===== config.mk =====
export PLATFORM = sky130hd
export DESIGN_NAME = rle8_bitmap_decoder
export DESIGN_NICKNAME = d
export VERILOG_FILES = /design/src/rtl/rle8d_pkg.sv /design/src/rtl/rle8d_fifo.sv /design/src/rtl/rle8d_front.sv /design/src/rtl/rle8d_back.sv /design/src/rtl/rle8_bitmap_decoder.sv
export SDC_FILE = /design/constraint.sdc
export NUM_CORES = 1
export LEC_CHECK = 0
export ABC_AREA = 1
export BUFFER_PORTS_ARGS = -buffer_cell sky130_fd_sc_hd__buf_2
export CAP_MARGIN = 20
export CORE_MARGIN = 4
export CORE_UTILIZATION = 65
export DETAILED_ROUTE_END_ITERATION = 7
export GPL_TIMING_DRIVEN = 0
export HOLD_SLACK_MARGIN = 0.05
export PLACE_DENSITY = 0.93
export RECOVER_POWER = 100
export SLEW_MARGIN = 20
export SYNTH_ARGS = -nofsm -noshare
export SYNTH_HDL_FRONTEND = slang
export SYNTH_HIERARCHICAL = 1
export SYNTH_SLANG_ARGS = --single-unit

===== constraint.sdc =====
create_clock -name clock -period 9.6 [get_ports clock]
set_input_delay 2.4 -clock clock [delete_from_list [all_inputs] [get_ports clock]]
set_output_delay 2.4 -clock clock [all_outputs]
set_load 0.005 [all_outputs]

===== src/rtl/rle8d_pkg.sv =====
`timescale 1ns / 1ps

package rle8d_pkg;

   localparam int COORD_BITS = 12;
   localparam int X_BITS     = COORD_BITS + 1;
   localparam int CSR_IDX_BITS = 1;

   localparam logic [COORD_BITS-1:0] WIDTH_RESET  = 12'd320;
   localparam logic [COORD_BITS-1:0] HEIGHT_RESET = 12'd240;
   localparam logic [COORD_BITS-1:0] MIN_WIDTH    = 12'd8;

   // escape codes following a zero first byte
   localparam logic [7:0] ESC_EOL   = 8'h00;
   localparam logic [7:0] ESC_EOI   = 8'h01;
   localparam logic [7:0] ESC_DELTA = 8'h02;

   // register indexes
   localparam logic [CSR_IDX_BITS-1:0] CSR_FRAME_WIDTH  = 1'd0;
   localparam logic [CSR_IDX_BITS-1:0] CSR_FRAME_HEIGHT = 1'd1;

   typedef struct packed {
      logic [7:0] data_byte;
      logic       end_of_buffer;
   } req_item_type;

   typedef struct packed {
      logic [COORD_BITS-1:0] pixel_x;
      logic [COORD_BITS-1:0] pixel_y;
      logic [7:0]            run_length;
      logic [7:0]            pixel_value;
      logic                  last_of_run;
      logic                  frame_done;
   } rsp_item_type;

   // request after classification in the front end
   typedef struct packed {
      logic [7:0] data_byte;
      logic       end_of_buffer;
      logic       is_eol;
      logic       is_eoi;
      logic       is_delta;
   } req_class_type;

   typedef enum logic [2:0] {
      PH_FIRST,
      PH_SECOND,
      PH_DX,
      PH_DY,
      PH_LIT,
      PH_PAD
   } phase_type;

   typedef enum logic [2:0] {
      ST_FETCH,
      ST_EXEC,
      ST_WRAP,
      ST_RUN,
      ST_EOL,
      ST_END
   } ctl_state_type;

endpackage


===== src/rtl/rle8d_fifo.sv =====
`timescale 1ns / 1ps

module rle8d_fifo #(
   parameter int WIDTH = 8,
   parameter int DEPTH = 2
) (
   input  logic             clock,
   input  logic             reset,
   input  logic             push,
   input  logic [WIDTH-1:0] din,
   output logic             full,
   input  logic             pop,
   output logic [WIDTH-1:0] dout,
   output logic             empty
);

   localparam int AW = (DEPTH > 1) ? $clog2(DEPTH) : 1;
   localparam int CW = $clog2(DEPTH + 1);

   logic [WIDTH-1:0] mem_ff [DEPTH];
   logic [AW-1:0]    wr_ptr_ff, wr_ptr_in;
   logic [AW-1:0]    rd_ptr_ff, rd_ptr_in;
   logic [CW-1:0]    count_ff, count_in;
   logic             do_push, do_pop;

   assign full    = (count_ff == CW'(DEPTH));
   assign empty   = (count_ff == '0);
   assign do_push = push && !full;
   assign do_pop  = pop && !empty;
   assign dout    = mem_ff[rd_ptr_ff];

   always_comb begin
      wr_ptr_in = wr_ptr_ff;
      rd_ptr_in = rd_ptr_ff;
      count_in  = count_ff;
      if (do_push) begin
         wr_ptr_in = (wr_ptr_ff == AW'(DEPTH - 1)) ? '0 : wr_ptr_ff + 1'b1;
      end
      if (do_pop) begin
         rd_ptr_in = (rd_ptr_ff == AW'(DEPTH - 1)) ? '0 : rd_ptr_ff + 1'b1;
      end
      if (do_push && !do_pop) begin
         count_in = count_ff + 1'b1;
      end else if (do_pop && !do_push) begin
         count_in = count_ff - 1'b1;
      end
   end

   always_ff @(posedge clock) begin
      if (reset) begin
         wr_ptr_ff <= '0;
         rd_ptr_ff <= '0;
         count_ff  <= '0;
      end else begin
         wr_ptr_ff <= wr_ptr_in;
         rd_ptr_ff <= rd_ptr_in;
         count_ff  <= count_in;
      end
   end

   always_ff @(posedge clock) begin
      if (do_push) begin
         mem_ff[wr_ptr_ff] <= din;
      end
   end

endmodule


===== src/rtl/rle8d_front.sv =====
`timescale 1ns / 1ps

module rle8d_front #(
   parameter int DEPTH = 2
) (
   input  logic                     clock,
   input  logic                     reset,
   input  logic                     req_push,
   output logic                     req_full,
   input  rle8d_pkg::req_item_type  req_data,
   input  logic                     pop,
   output logic                     valid,
   output rle8d_pkg::req_class_type item
);

   localparam int CLW = $bits(rle8d_pkg::req_class_type);

   rle8d_pkg::req_class_type cls;
   logic [CLW-1:0]           q_dout;
   logic                     q_empty;

   always_comb begin
      cls.data_byte     = req_data.data_byte;
      cls.end_of_buffer = req_data.end_of_buffer;
      cls.is_eol        = (req_data.data_byte == rle8d_pkg::ESC_EOL);
      cls.is_eoi        = (req_data.data_byte == rle8d_pkg::ESC_EOI);
      cls.is_delta      = (req_data.data_byte == rle8d_pkg::ESC_DELTA);
   end

   rle8d_fifo #(
      .WIDTH(CLW),
      .DEPTH(DEPTH)
   ) u_queue (
      .clock(clock),
      .reset(reset),
      .push (req_push),
      .din  (cls),
      .full (req_full),
      .pop  (pop),
      .dout (q_dout),
      .empty(q_empty)
   );

   assign valid = !q_empty;
   assign item  = rle8d_pkg::req_class_type'(q_dout);

endmodule


===== src/rtl/rle8d_back.sv =====
`timescale 1ns / 1ps

module rle8d_back (
   input  logic                     clock,
   input  logic                     reset,
   input  logic [11:0]              frame_width,
   input  logic [11:0]              frame_height,
   input  logic                     in_valid,
   input  rle8d_pkg::req_class_type in_item,
   output logic                     in_pop,
   input  logic                     out_full,
   output logic                     out_push,
   output rle8d_pkg::rsp_item_type  out_item
);

   rle8d_pkg::ctl_state_type state_ff, state_in;
   rle8d_pkg::phase_type     phase_ff, phase_in;
   rle8d_pkg::req_class_type item_ff, item_in;

   logic [7:0]         held_ff, held_in;
   logic [7:0]         dx_ff, dx_in;
   logic [7:0]         lit_left_ff, lit_left_in;
   logic [7:0]         left_ff, left_in;
   logic               pad_ff, pad_in;
   logic               over_ff, over_in;
   logic               fresh_ff, fresh_in;
   logic               done_req_ff, done_req_in;
   logic               abs_ff, abs_in;
   logic [12:0]        cx_ff, cx_in;
   logic signed [12:0] cy_ff, cy_in;

   logic [11:0]        w_eff;
   logic [12:0]        w_ext;
   logic               cx_ge_w, cx_gt_w, cy_neg;
   logic [12:0]        cx_sub;
   logic signed [12:0] cy_dec;

   // encoded run segment
   logic [12:0]        x_eff, room, x_new;
   logic signed [12:0] y_eff;
   logic [7:0]         seg_len, left_new;
   logic               run_wrap_end;

   // literal byte
   logic               lit_emit, lit_done;
   logic [7:0]         lit_left_new;
   rle8d_pkg::phase_type lit_phase_new;

   // skip
   logic [13:0]        dx_sum;
   logic signed [13:0] dy_diff;

   logic               end_done;
   logic               fin, fin_done;

   assign w_eff   = (frame_width < rle8d_pkg::MIN_WIDTH) ? rle8d_pkg::MIN_WIDTH : frame_width;
   assign w_ext   = {1'b0, w_eff};
   assign cx_ge_w = (cx_ff >= w_ext);
   assign cx_gt_w = (cx_ff > w_ext);
   assign cx_sub  = cx_ff - w_ext;
   assign cy_neg  = cy_ff[12];
   assign cy_dec  = cy_neg ? cy_ff : cy_ff - 13'sd1;

   // one wrap at most can be due here: after the first segment x sits at the row end
   assign x_eff        = cx_ge_w ? cx_sub : cx_ff;
   assign y_eff        = cx_ge_w ? cy_dec : cy_ff;
   assign room         = w_ext - x_eff;
   assign seg_len      = ({5'd0, left_ff} < room) ? left_ff : room[7:0];
   assign x_new        = x_eff + {5'd0, seg_len};
   assign left_new     = left_ff - seg_len;
   // more pixels left but the next row would be below row 0
   assign run_wrap_end = (left_new != 8'd0) && (y_eff == 13'sd0);

   assign lit_emit      = !y_eff[12];
   assign lit_left_new  = lit_left_ff - 8'd1;
   assign lit_phase_new = (lit_left_new != 8'd0) ? rle8d_pkg::PH_LIT :
                          (pad_ff ? rle8d_pkg::PH_PAD : rle8d_pkg::PH_FIRST);
   assign lit_done      = item_ff.end_of_buffer ||
                          ((lit_phase_new == rle8d_pkg::PH_FIRST) && y_eff[12]);

   assign dx_sum  = {1'b0, cx_ff} + {6'd0, dx_ff};
   assign dy_diff = $signed({cy_ff[12], cy_ff}) - $signed({6'd0, item_ff.data_byte});

   assign end_done = done_req_ff || item_ff.end_of_buffer ||
                     ((phase_ff == rle8d_pkg::PH_FIRST) && cy_neg);

   // next state
   always_comb begin
      state_in = state_ff;
      unique case (state_ff)
         rle8d_pkg::ST_FETCH: begin
            if (in_valid && !over_ff) begin
               state_in = rle8d_pkg::ST_EXEC;
            end
         end
         rle8d_pkg::ST_EXEC: begin
            if (cy_neg) begin
               state_in = rle8d_pkg::ST_END;
            end else begin
               unique case (phase_ff)
                  rle8d_pkg::PH_SECOND: begin
                     priority if (held_ff != 8'd0) begin
                        state_in = rle8d_pkg::ST_WRAP;
                     end else if (item_ff.is_eol) begin
                        state_in = rle8d_pkg::ST_EOL;
                     end else if (item_ff.is_eoi || item_ff.is_delta) begin
                        state_in = rle8d_pkg::ST_END;
                     end else begin
                        state_in = rle8d_pkg::ST_WRAP;
                     end
                  end
                  rle8d_pkg::PH_LIT: begin
                     if (!((lit_emit || lit_done) && out_full)) begin
                        state_in = rle8d_pkg::ST_FETCH;
                     end
                  end
                  default: state_in = rle8d_pkg::ST_END;
               endcase
            end
         end
         rle8d_pkg::ST_WRAP: begin
            if (!cx_ge_w) begin
               state_in = abs_ff ? rle8d_pkg::ST_END : rle8d_pkg::ST_RUN;
            end
         end
         rle8d_pkg::ST_RUN: begin
            if (cy_neg) begin
               state_in = rle8d_pkg::ST_END;
            end else if (!out_full && ((left_new == 8'd0) || run_wrap_end)) begin
               state_in = rle8d_pkg::ST_FETCH;
            end
         end
         rle8d_pkg::ST_EOL: begin
            if (!cx_gt_w) begin
               state_in = rle8d_pkg::ST_END;
            end
         end
         rle8d_pkg::ST_END: begin
            if (!(end_done && out_full)) begin
               state_in = rle8d_pkg::ST_FETCH;
            end
         end
         default: state_in = rle8d_pkg::ST_FETCH;
      endcase
   end

   // datapath and outputs
   always_comb begin
      phase_in    = phase_ff;
      item_in     = item_ff;
      held_in     = held_ff;
      dx_in       = dx_ff;
      lit_left_in = lit_left_ff;
      left_in     = left_ff;
      pad_in      = pad_ff;
      over_in     = over_ff;
      fresh_in    = fresh_ff;
      done_req_in = done_req_ff;
      abs_in      = abs_ff;
      cx_in       = cx_ff;
      cy_in       = cy_ff;
      in_pop      = 1'b0;
      out_push    = 1'b0;
      out_item    = '0;
      fin         = 1'b0;
      fin_done    = 1'b0;

      unique case (state_ff)
         rle8d_pkg::ST_FETCH: begin
            in_pop = in_valid;
            if (in_valid) begin
               item_in     = in_item;
               done_req_in = 1'b0;
               if (over_ff) begin
                  // drop bytes until the end of the buffer
                  if (in_item.end_of_buffer) begin
                     fresh_in    = 1'b1;
                     over_in     = 1'b0;
                     phase_in    = rle8d_pkg::PH_FIRST;
                     lit_left_in = 8'd0;
                     pad_in      = 1'b0;
                  end
               end else if (fresh_ff) begin
                  fresh_in = 1'b0;
                  cx_in    = '0;
                  cy_in    = $signed({1'b0, frame_height}) - 13'sd1;
                  phase_in = rle8d_pkg::PH_FIRST;
               end
            end
         end
         rle8d_pkg::ST_EXEC: begin
            if (cy_neg) begin
               done_req_in = 1'b1;
            end else begin
               unique case (phase_ff)
                  rle8d_pkg::PH_FIRST: begin
                     held_in  = item_ff.data_byte;
                     phase_in = rle8d_pkg::PH_SECOND;
                  end
                  rle8d_pkg::PH_SECOND: begin
                     phase_in = rle8d_pkg::PH_FIRST;
                     priority if (held_ff != 8'd0) begin
                        left_in = held_ff;
                        abs_in  = 1'b0;
                     end else if (item_ff.is_eol) begin
                        abs_in = 1'b0;
                     end else if (item_ff.is_eoi) begin
                        done_req_in = 1'b1;
                     end else if (item_ff.is_delta) begin
                        phase_in = rle8d_pkg::PH_DX;
                     end else begin
                        lit_left_in = item_ff.data_byte;
                        pad_in      = item_ff.data_byte[0];
                        phase_in    = rle8d_pkg::PH_LIT;
                        abs_in      = 1'b1;
                     end
                  end
                  rle8d_pkg::PH_DX: begin
                     dx_in    = item_ff.data_byte;
                     phase_in = rle8d_pkg::PH_DY;
                  end
                  rle8d_pkg::PH_DY: begin
                     cx_in    = dx_sum[13] ? '1 : dx_sum[12:0];
                     cy_in    = (dy_diff < -14'sd1) ? -13'sd1 : dy_diff[12:0];
                     phase_in = rle8d_pkg::PH_FIRST;
                  end
                  rle8d_pkg::PH_LIT: begin
                     if (!((lit_emit || lit_done) && out_full)) begin
                        cx_in       = x_eff + 13'd1;
                        cy_in       = y_eff;
                        lit_left_in = lit_left_new;
                        phase_in    = lit_phase_new;
                        out_push    = lit_emit || lit_done;
                        if (lit_emit) begin
                           out_item.pixel_x     = x_eff[11:0];
                           out_item.pixel_y     = y_eff[11:0];
                           out_item.run_length  = 8'd1;
                           out_item.pixel_value = item_ff.data_byte;
                        end
                        out_item.last_of_run = 1'b1;
                        out_item.frame_done  = lit_done;
                        fin      = 1'b1;
                        fin_done = lit_done;
                     end
                  end
                  default: begin
                     pad_in   = 1'b0;
                     phase_in = rle8d_pkg::PH_FIRST;
                  end
               endcase
            end
         end
         rle8d_pkg::ST_WRAP: begin
            if (cx_ge_w) begin
               cx_in = cx_sub;
               cy_in = cy_dec;
            end
         end
         rle8d_pkg::ST_RUN: begin
            if (!cy_neg && !out_full) begin
               out_push             = 1'b1;
               out_item.pixel_x     = x_eff[11:0];
               out_item.pixel_y     = y_eff[11:0];
               out_item.run_length  = seg_len;
               out_item.pixel_value = item_ff.data_byte;
               out_item.last_of_run = (left_new == 8'd0) || run_wrap_end;
               out_item.frame_done  = ((left_new == 8'd0) && item_ff.end_of_buffer) ||
                                      run_wrap_end;
               left_in = left_new;
               if (run_wrap_end) begin
                  cx_in    = '0;
                  cy_in    = -13'sd1;
                  fin      = 1'b1;
                  fin_done = 1'b1;
               end else begin
                  cx_in = x_new;
                  cy_in = y_eff;
                  if (left_new == 8'd0) begin
                     fin      = 1'b1;
                     fin_done = item_ff.end_of_buffer;
                  end
               end
            end
         end
         rle8d_pkg::ST_EOL: begin
            cy_in = cy_dec;
            cx_in = cx_gt_w ? cx_sub : '0;
         end
         rle8d_pkg::ST_END: begin
            // status-only result when the byte closes the frame without a segment
            if (end_done && !out_full) begin
               out_push             = 1'b1;
               out_item.last_of_run = 1'b1;
               out_item.frame_done  = 1'b1;
               fin                  = 1'b1;
               fin_done             = 1'b1;
            end
         end
         default: begin
            in_pop = 1'b0;
         end
      endcase

      if (fin && fin_done) begin
         if (item_ff.end_of_buffer) begin
            fresh_in    = 1'b1;
            over_in     = 1'b0;
            phase_in    = rle8d_pkg::PH_FIRST;
            lit_left_in = 8'd0;
            pad_in      = 1'b0;
         end else begin
            over_in = 1'b1;
         end
      end
   end

   always_ff @(posedge clock) begin
      if (reset) begin
         state_ff    <= rle8d_pkg::ST_FETCH;
         phase_ff    <= rle8d_pkg::PH_FIRST;
         held_ff     <= 8'd0;
         dx_ff       <= 8'd0;
         lit_left_ff <= 8'd0;
         pad_ff      <= 1'b0;
         over_ff     <= 1'b0;
         fresh_ff    <= 1'b1;
         done_req_ff <= 1'b0;
         abs_ff      <= 1'b0;
         cx_ff       <= '0;
         cy_ff       <= $signed({1'b0, rle8d_pkg::HEIGHT_RESET}) - 13'sd1;
      end else begin
         state_ff    <= state_in;
         phase_ff    <= phase_in;
         held_ff     <= held_in;
         dx_ff       <= dx_in;
         lit_left_ff <= lit_left_in;
         pad_ff      <= pad_in;
         over_ff     <= over_in;
         fresh_ff    <= fresh_in;
         done_req_ff <= done_req_in;
         abs_ff      <= abs_in;
         cx_ff       <= cx_in;
         cy_ff       <= cy_in;
      end
   end

   always_ff @(posedge clock) begin
      item_ff <= item_in;
      left_ff <= left_in;
   end

endmodule


===== src/rtl/rle8_bitmap_decoder.sv =====
`timescale 1ns / 1ps
// Path: each request passes the input queue, then the fetch and execute states of the decode
// sequencer, which writes a literal byte's result; a run segment goes on through the wrap and run
// states; a status-only result is written from the end state, after an end of line via end-of-line.
// Flow: bytes dropped after a frame ends are taken in the fetch state alone; every other byte is
// executed before the next is fetched, by the single decode sequencer, which also waits on a full
// result queue and takes each row wrap step in the wrap state.
// Reset (synchronous, active high) empties both queues, loads width 320 and height 240.
module rle8_bitmap_decoder #(
   parameter int IN_DEPTH  = 2,
   parameter int OUT_DEPTH = 4
) (
   input  logic                                    clock,
   input  logic                                    reset,
   input  logic                                    req_push,
   output logic                                    req_full,
   input  rle8d_pkg::req_item_type                 req_data,
   output logic                                    rsp_empty,
   input  logic                                    rsp_pop,
   output rle8d_pkg::rsp_item_type                 rsp_data,
   input  logic                                    csr_valid,
   output logic                                    csr_ready,
   input  logic [rle8d_pkg::CSR_IDX_BITS-1:0]      csr_index,
   input  logic [rle8d_pkg::COORD_BITS-1:0]        csr_wdata
);

   localparam int RW = $bits(rle8d_pkg::rsp_item_type);

   logic [rle8d_pkg::COORD_BITS-1:0] width_ff, width_in;
   logic [rle8d_pkg::COORD_BITS-1:0] height_ff, height_in;

   logic                     dec_valid, dec_pop;
   rle8d_pkg::req_class_type dec_item;
   logic                     out_full, out_push;
   rle8d_pkg::rsp_item_type  out_item;
   logic [RW-1:0]            out_dout;

   assign csr_ready = 1'b1;

   always_comb begin
      width_in  = width_ff;
      height_in = height_ff;
      if (csr_valid) begin
         unique case (csr_index)
            rle8d_pkg::CSR_FRAME_WIDTH:  width_in  = csr_wdata;
            rle8d_pkg::CSR_FRAME_HEIGHT: height_in = csr_wdata;
            default:                     width_in  = width_ff;
         endcase
      end
   end

   always_ff @(posedge clock) begin
      if (reset) begin
         width_ff  <= rle8d_pkg::WIDTH_RESET;
         height_ff <= rle8d_pkg::HEIGHT_RESET;
      end else begin
         width_ff  <= width_in;
         height_ff <= height_in;
      end
   end

   rle8d_front #(
      .DEPTH(IN_DEPTH)
   ) u_front (
      .clock   (clock),
      .reset   (reset),
      .req_push(req_push),
      .req_full(req_full),
      .req_data(req_data),
      .pop     (dec_pop),
      .valid   (dec_valid),
      .item    (dec_item)
   );

   rle8d_back u_back (
      .clock       (clock),
      .reset       (reset),
      .frame_width (width_ff),
      .frame_height(height_ff),
      .in_valid    (dec_valid),
      .in_item     (dec_item),
      .in_pop      (dec_pop),
      .out_full    (out_full),
      .out_push    (out_push),
      .out_item    (out_item)
   );

   rle8d_fifo #(
      .WIDTH(RW),
      .DEPTH(OUT_DEPTH)
   ) u_rsp_queue (
      .clock(clock),
      .reset(reset),
      .push (out_push),
      .din  (out_item),
      .full (out_full),
      .pop  (rsp_pop),
      .dout (out_dout),
      .empty(rsp_empty)
   );

   assign rsp_data = rle8d_pkg::rsp_item_type'(out_dout);

endmodule


==> results.yml, run 1 <==
outcome:
  status: "complete, but fails checks"
  violations: "capacitance limit, slew limit"
min_path:
  min_path_cells: 2
  hold_class: "reg -> reg"
  hp-start: "u_back/done_req_ff"
sta:
  tightest_slew_ns: 1.98
  setup_viol_count_final: 0
  fin_crit_ns: 9.16
  clock-skew-final_ns: 0.0177
  finalSetupTns_ns: 0
  rsz0062_at_grt: "false"
  period_share: 0.954
  drv_slew: 156
  fmax_ghz: 0.109
  slew_headroom: -0.326
  hold_violations: 0
global_route:
  overflow: 0
  antenna_found_initial: 1
  grt_start_max_net_pins: 25
  grt_pass1_vias: 16100
  grt_usage: 0.365
  grt_pass1_wl_um: 88100
layout:
  drive_gt1_frac: 0.0739
  multi_input_area_mm2: 0.00844
  nets: 2449
  syn2layout_area_growth_pct: 9.72
  seqCellArea_mm2: 0.00835
  finalNonFillerCells: 2748
  fill_cells: 2189
route:
  top_layer_used: "met5"
  first_iter_violations: 2412
  routed-wl-met3_um: 6250
  route.met2.wl_um: 26800
  drt-met1-wl_um: 22500
  drt_wl_total_um: 58000
  wl_per_cell_um: 21.1
  drc: 0
  detail_route.first_pass.iterations: 6
  avgViaCountPerCell: 6.28
  via_count: 17300
  postRouteAntennaNets: 0
setup_path:
  critPathRequiredTime_ns: 10.04
  cp_slowest_cell: "o21ai_0"
  criticalPathCategory: "reg -> reg"
  cp-start-kind: "flop"
  r2r_slack_ns: 0.44
  crit_arrival_ns: 9.61
  slowest_delay_ns: 0.66
  cp_common_cell: "nand2_1"
  r2r_cells: 51
  critPathMaxFanout: 10
  endpoint_kind: "flop"
  r2r-start: "width_ff[6]"
  crit_start: "width_ff[6]"
die:
  core_mm2: 0.0278
  die-area_mm2: 0.0308
  die_w_um: 176
  io_pins: 72
  rows: 61
  die_y_um: 176
  start_util: 0.657
power:
  irDropWorstVdd_mv: 0.206
  power.leakage_nw: 8.05
  swShare: 0.444
  pwr-share-comb: 0.453
  seq_power_share: 0.319
  p_int_mw: 3.10
  p_per_area_mw_per_mm2: 278
  p_sw_mw: 2.47
  clock_power_share: 0.228
clock_network:
  cts_tree: "yes"
  cts_buffers: 34
  clk_latency_ns: 0.53
  cts_setup_buffers: 0
  htreeDepth: 2
  cts-resized-gates: 0
  clk_transition_reported_paths_ns: 0.07
  clock_sinks: 311
  clk_path_buf_depth: 3
  root_buffer: "clkbuf_16"
  postCtsHoldBufs: 0
job:
  drv_cap: 7
synthesis:
  synth-async-reset-ratio: 0
  yosysWarnings: 6
  yosysTopAreaCellShare: 0.349
  synth_area_leaders: "edfxtp_1 35%, dfxtp_1 11%, nand2_1 7.2%"
  synth-edff-count: 212
  netlist_area_mm2: 0.0183
  yosysTopAreaCell: "edfxtp_1"
  syn-mean-instance-area_um2: 8.18
  syn_nets: 2337
  synth-seq-area-share: 0.457
  synth_top_flop_cell: "edfxtp_1"
  ys_types: 59
  netlist_instances: 2233
  ys_ff_latch: 311
placed_design:
  hpwl_um: 42400
  post-place-cells: 2687
  gp_congestion: 1.02
  io_buffers: 70
cells in the final DEF (no fill, tap or decap), types with 4 or more instances in the layout:
master,netlist,routed
clkbuf_2,0,5
o22ai_1,54,54
nand3_1,95,95
nand3b_1,8,8
nand2_2,20,19
o31ai_1,5,5
o21ai_0,198,216
xnor2_1,14,14
mux2_2,12,11
a221oi_1,11,11
clkbuf_1,52,103
inv_6,0,5
nor4_1,6,6
buf_4,5,4
o211ai_1,17,17
clkinv_1,2,5
a22oi_1,4,4
nor3_1,21,21
buf_2,14,49
a211oi_1,14,14
clkbuf_16,0,34
ha_1,72,72
edfxtp_1,212,212
a21oi_1,152,152
fa_1,5,5
xor2_1,50,50
nand4_1,29,29
inv_1,254,256
o21bai_1,5,5
a21o_1,4,4
inv_2,10,8
nor2_1,328,338
dfxtp_1,99,99
o21ai_1,32,16
nor2_4,4,4
a31oi_1,10,10
nand3_2,4,4
or2_2,10,10
nand2_1,350,352
layout make-up:
class                           instances  area share
Clock inverter                         18     0.00906
Timing Repair Buffer                   76      0.0170
Antenna cell                            1    0.000125
Multi-Input combinational cell       1573       0.421
Inverter                              266      0.0498
Buffer                                 83      0.0182
Clock buffer                           42      0.0440
Tap cell                              378      0.0236
Sequential cell                       311       0.417
power groups by stage:
stage | registers, mW | clock network, mW | logic (mW)
floorplan | 1.75 | 0 | 1.66
detailed placement | 1.80 | 0 | 2.46
global route | 1.79 | 1.33 | 2.73
global placement | 1.79 | 0 | 2.37
CTS | 1.77 | 1.27 | 2.50
finish | 1.78 | 1.27 | 2.52
state kept, by name, summed over array words and instances, names as in the netlist, 2 cells and up, named ones only:
name,flops
u_back/lit_left_ff,8
width_ff,12
u_back/item_ff,12
u_rsp_queue/mem_ff,168
u_back/cx_ff,13
u_front/u_queue/mem_ff,24
u_back/held_ff,8
u_back/left_ff,8
height_ff,12
u_back/dx_ff,8
u_rsp_queue/count_ff,3
u_back/phase_ff,3
u_front/u_queue/count_ff,2
u_back/state_ff,3
u_rsp_queue/rd_ptr_ff,2
u_back/cy_ff,13
u_rsp_queue/wr_ptr_ff,2
cell usage after synthesis, types with 11 or more instances:
library cell  number
nor3_1            21
xor2_1            50
dfxtp_1           99
o21ai_1           32
nor2_1           328
nand3_1           95
clkbuf_1          52
o211ai_1          17
nand2_1          350
a221oi_1          11
a21oi_1          152
nand4_1           29
o22ai_1           54
nor2_2            13
xnor2_1           14
o21ai_0          198
edfxtp_1         212
inv_1            254
mux2_2            12
buf_2             14
nand2_2           20
a211oi_1          14
ha_1              72
path summary, 6_finish.rpt:
kind | to
max reg2reg | u_back/cx_ff[3]
min | u_back/done_req_ff
max | u_back/cx_ff[3]
min reg2reg | u_back/done_req_ff
worst max-delay path, delay by kind of cell, from the launching register on:
family	cells	cell delay (ns)
AOI/OAI and AO/OA	4	1.37
xor gates and xnor gates	1	0.31
adders and majority gates	5	1.77
buffers and inverters	8	1.05
DFF	1	0.37
and+or+nand+nor	33	4.16
metal layers:
layer	global-route usage	vias up
met3	0.0570	187
met5	0	-
met2	0.600	1168
met4	0.145	2
met1	0.489	8062
li1	-	7839
logic make-up after synthesis:
logic type      count (synthesis)  share of synthesized area
compound gates                523                      0.161
xor+xnor                       64                     0.0307
fa+ha+maj                      77                     0.0548
buf+inv                       349                     0.0781
flops                         311                      0.457
mux                            13                    0.00795
other cells                     1                   0.000205
simple gates                  895                      0.210
metrics by stage:
step                 util  hold WS [ns]  power (mW)  worst slack, ns  instance area [µm²]
floorplan               -         0.430        3.40             3.18                18300
global placement    0.687         0.444        4.17             1.09                19100
detailed placement  0.692         0.458        4.26            0.890                19200
CTS                 0.730         0.468        5.54            0.834                20300
global route        0.721         0.493        5.85           0.0942                20000
finish              0.721         0.475        5.57            0.439                20000
(Power assumes the default switching activity.)
==> run 2: changes to the inputs <==
--- a/config.mk
+++ b/config.mk
@@ -10,9 +10,11 @@
 export CAP_MARGIN = 20
 export CORE_MARGIN = 4
 export CORE_UTILIZATION = 65
+export CTS_CLUSTER_SIZE = 20
 export DETAILED_ROUTE_END_ITERATION = 7
 export GPL_TIMING_DRIVEN = 0
 export HOLD_SLACK_MARGIN = 0.05
+export MAX_ROUTING_LAYER = met4
 export PLACE_DENSITY = 0.93
 export RECOVER_POWER = 100
 export SLEW_MARGIN = 20
==> run 2 against run 1 <==
Against the previous run: the flow still finishes with violations (capacitance limit, slew limit); fmax grew 1.7%; clock skew shrank 0.0020 ns; sequential share of layout area grew 0.10 points; non-clock buffer count up 1; worst setup slack improved by 0.15 ns; clock power shrank 6%; die area stayed put; critical endpoint is now u_back/cx_ff[6]; largest cell class unchanged; largest power group unchanged.
==> results.yml, run 2 (same netlist as run 1, synthesis figures left out) <==
outcome:
  status: "complete, but fails checks"
  violations: "capacitance limit, slew limit"
die:
  die-area_mm2: 0.0308
  core_mm2: 0.0278
  die_w_um: 176
  rows: 61
  io_pins: 72
  die_y_um: 176
  start_util: 0.657
layout:
  largest_register: "u_rsp_queue/mem_ff"
  multi_input_area_mm2: 0.00845
  final_cell_mix: "351 x nand2_1, 336 x nor2_1, 256 x inv_1"
  mostFrequentLayoutCell: "nand2_1"
  drive_gt1_frac: 0.0756
  fill_cells: 2220
  syn2layout_area_growth_pct: 9.45
  reg.largest.list: "u_rsp_queue/mem_ff (168), u_front/u_queue/mem_ff (24)"
  nets: 2447
  largest_register_ff_count: 168
  seqCellArea_mm2: 0.00835
clock_network:
  postCtsHoldBufs: 0
  root_buffer: "clkbuf_16"
  cts_setup_buffers: 0
  clk_path_buf_depth: 3
  cts_buffers: 31
  cts_tree: "yes"
  clk_transition_reported_paths_ns: 0.07
  cts-resized-gates: 0
  htreeDepth: 1
  clock_sinks: 311
  clk_latency_ns: 0.56
setup_path:
  slowest_delay_ns: 0.70
  critPathMaxFanout: 10
  cp_common_cell: "nand2_1"
  endpoint_kind: "flop"
  crit_arrival_ns: 9.50
  cp-start-kind: "flop"
  critPathRequiredTime_ns: 10.08
  criticalPathCategory: "reg -> reg"
  crit_family: "simple AND/OR/NAND/NOR gates"
  cp_slowest_cell: "o21ai_0"
  r2r_slack_ns: 0.59
  path_buf_inv: 7
power:
  swShare: 0.446
  seq_power_share: 0.323
  irDropWorstVdd_mv: 0.204
  clock_power_share: 0.216
  power.leakage_nw: 8.04
  p_int_mw: 3.05
  p_per_area_mw_per_mm2: 276
  p_sw_mw: 2.46
  pwr-share-comb: 0.461
global_route:
  grt_start_max_net_pins: 24
  overflow: 0
  grt_pass1_wl_um: 90800
  grt_pass1_vias: 16600
  grt_usage: 0.383
  antenna_found_initial: 1
route:
  postRouteAntennaNets: 0
  first_iter_violations: 2274
  detail_route.first_pass.iterations: 7
  drt_wl_total_um: 58700
  wl_per_cell_um: 21.4
  drc: 0
  via_count: 17300
  avgViaCountPerCell: 6.32
sta:
  rsz0062_at_grt: "false"
  fin_crit_ns: 9.01
  tightest_slew_ns: 2.25
  setup_viol_count_final: 0
  fmax_ghz: 0.111
  clock-skew-final_ns: 0.0157
  hold_violations: 0
  finalSetupTns_ns: 0
  period_share: 0.939
  slew_headroom: -0.503
  setup_slack_ns: 0.589
  drv_slew: 68
min_path:
  hold_class: "reg -> reg"
placed_design:
  gp_congestion: 1.04
  pre_cts_ws_ns: 0.967
  hpwl_um: 42700
  io_buffers: 70
job:
  drv_cap: 3
## run 2: layout make-up
cell class / instances / area share
Clock inverter: 13 / 0.00570
Clock buffer: 44 / 0.0443
Timing Repair Buffer: 77 / 0.0174
Antenna cell: 1 / 0.000125
Tap cell: 378 / 0.0237
Sequential cell: 311 / 0.418
Inverter: 266 / 0.0500
Multi-Input combinational cell: 1573 / 0.423
Buffer: 83 / 0.0183
## run 2: path summary, 6_finish.rpt
path                                          from                 end  depth (start not counted)
worst min-delay path            u_back/done_req_ff  u_back/done_req_ff                          2
worst min register to register  u_back/done_req_ff  u_back/done_req_ff                          2
worst max register to register         width_ff[6]     u_back/cx_ff[6]                         52
worst max-delay path                   width_ff[6]     u_back/cx_ff[6]                         52
## run 2: worst register-to-register path, delay by kind of cell (launching register included)
kind | cells | cell delay, ns
AND/OR/NAND/NOR | 35 | 3.93
adder cells (fa/ha/maj) | 5 | 1.85
AO/OA/AOI/OAI | 4 | 1.43
buffers and inverters | 7 | 1.01
flip-flops | 1 | 0.45
XOR/XNOR | 1 | 0.28
## run 2: power by group through the flow
stage / registers, mW / logic (mW) / clock network [mW]
2_1_floorplan: 1.75 / 1.66 / 0
3_3_place_gp: 1.79 / 2.38 / 0
3_5_place_dp: 1.80 / 2.47 / 0
4_1_cts: 1.77 / 2.51 / 1.19
5_1_grt: 1.79 / 2.76 / 1.25
6_report: 1.78 / 2.54 / 1.19
## run 2: metal layers
layer | vias to the layer above | GRT usage | routed length (µm)
li1 | 7853 | - | -
met1 | 8107 | 0.492 | 22600
met2 | 1176 | 0.612 | 27200
met3 | 207 | 0.0702 | 6460
met4 | 0 | 0.147 | 2450
met5 | - | - | 0
## run 2: per-stage QoR
step | hold WS, ns | util | area [µm²] | cells | power [mW]
floorplan | 0.430 | - | 18300 | 2233 | 3.40
global placement | 0.444 | 0.687 | 19100 | 2681 | 4.17
detailed placement | 0.456 | 0.693 | 19200 | 2688 | 4.27
CTS | 0.465 | 0.729 | 20200 | 2745 | 5.48
global route | 0.510 | 0.719 | 20000 | 2746 | 5.80
finish | 0.471 | 0.719 | 20000 | 2746 | 5.51
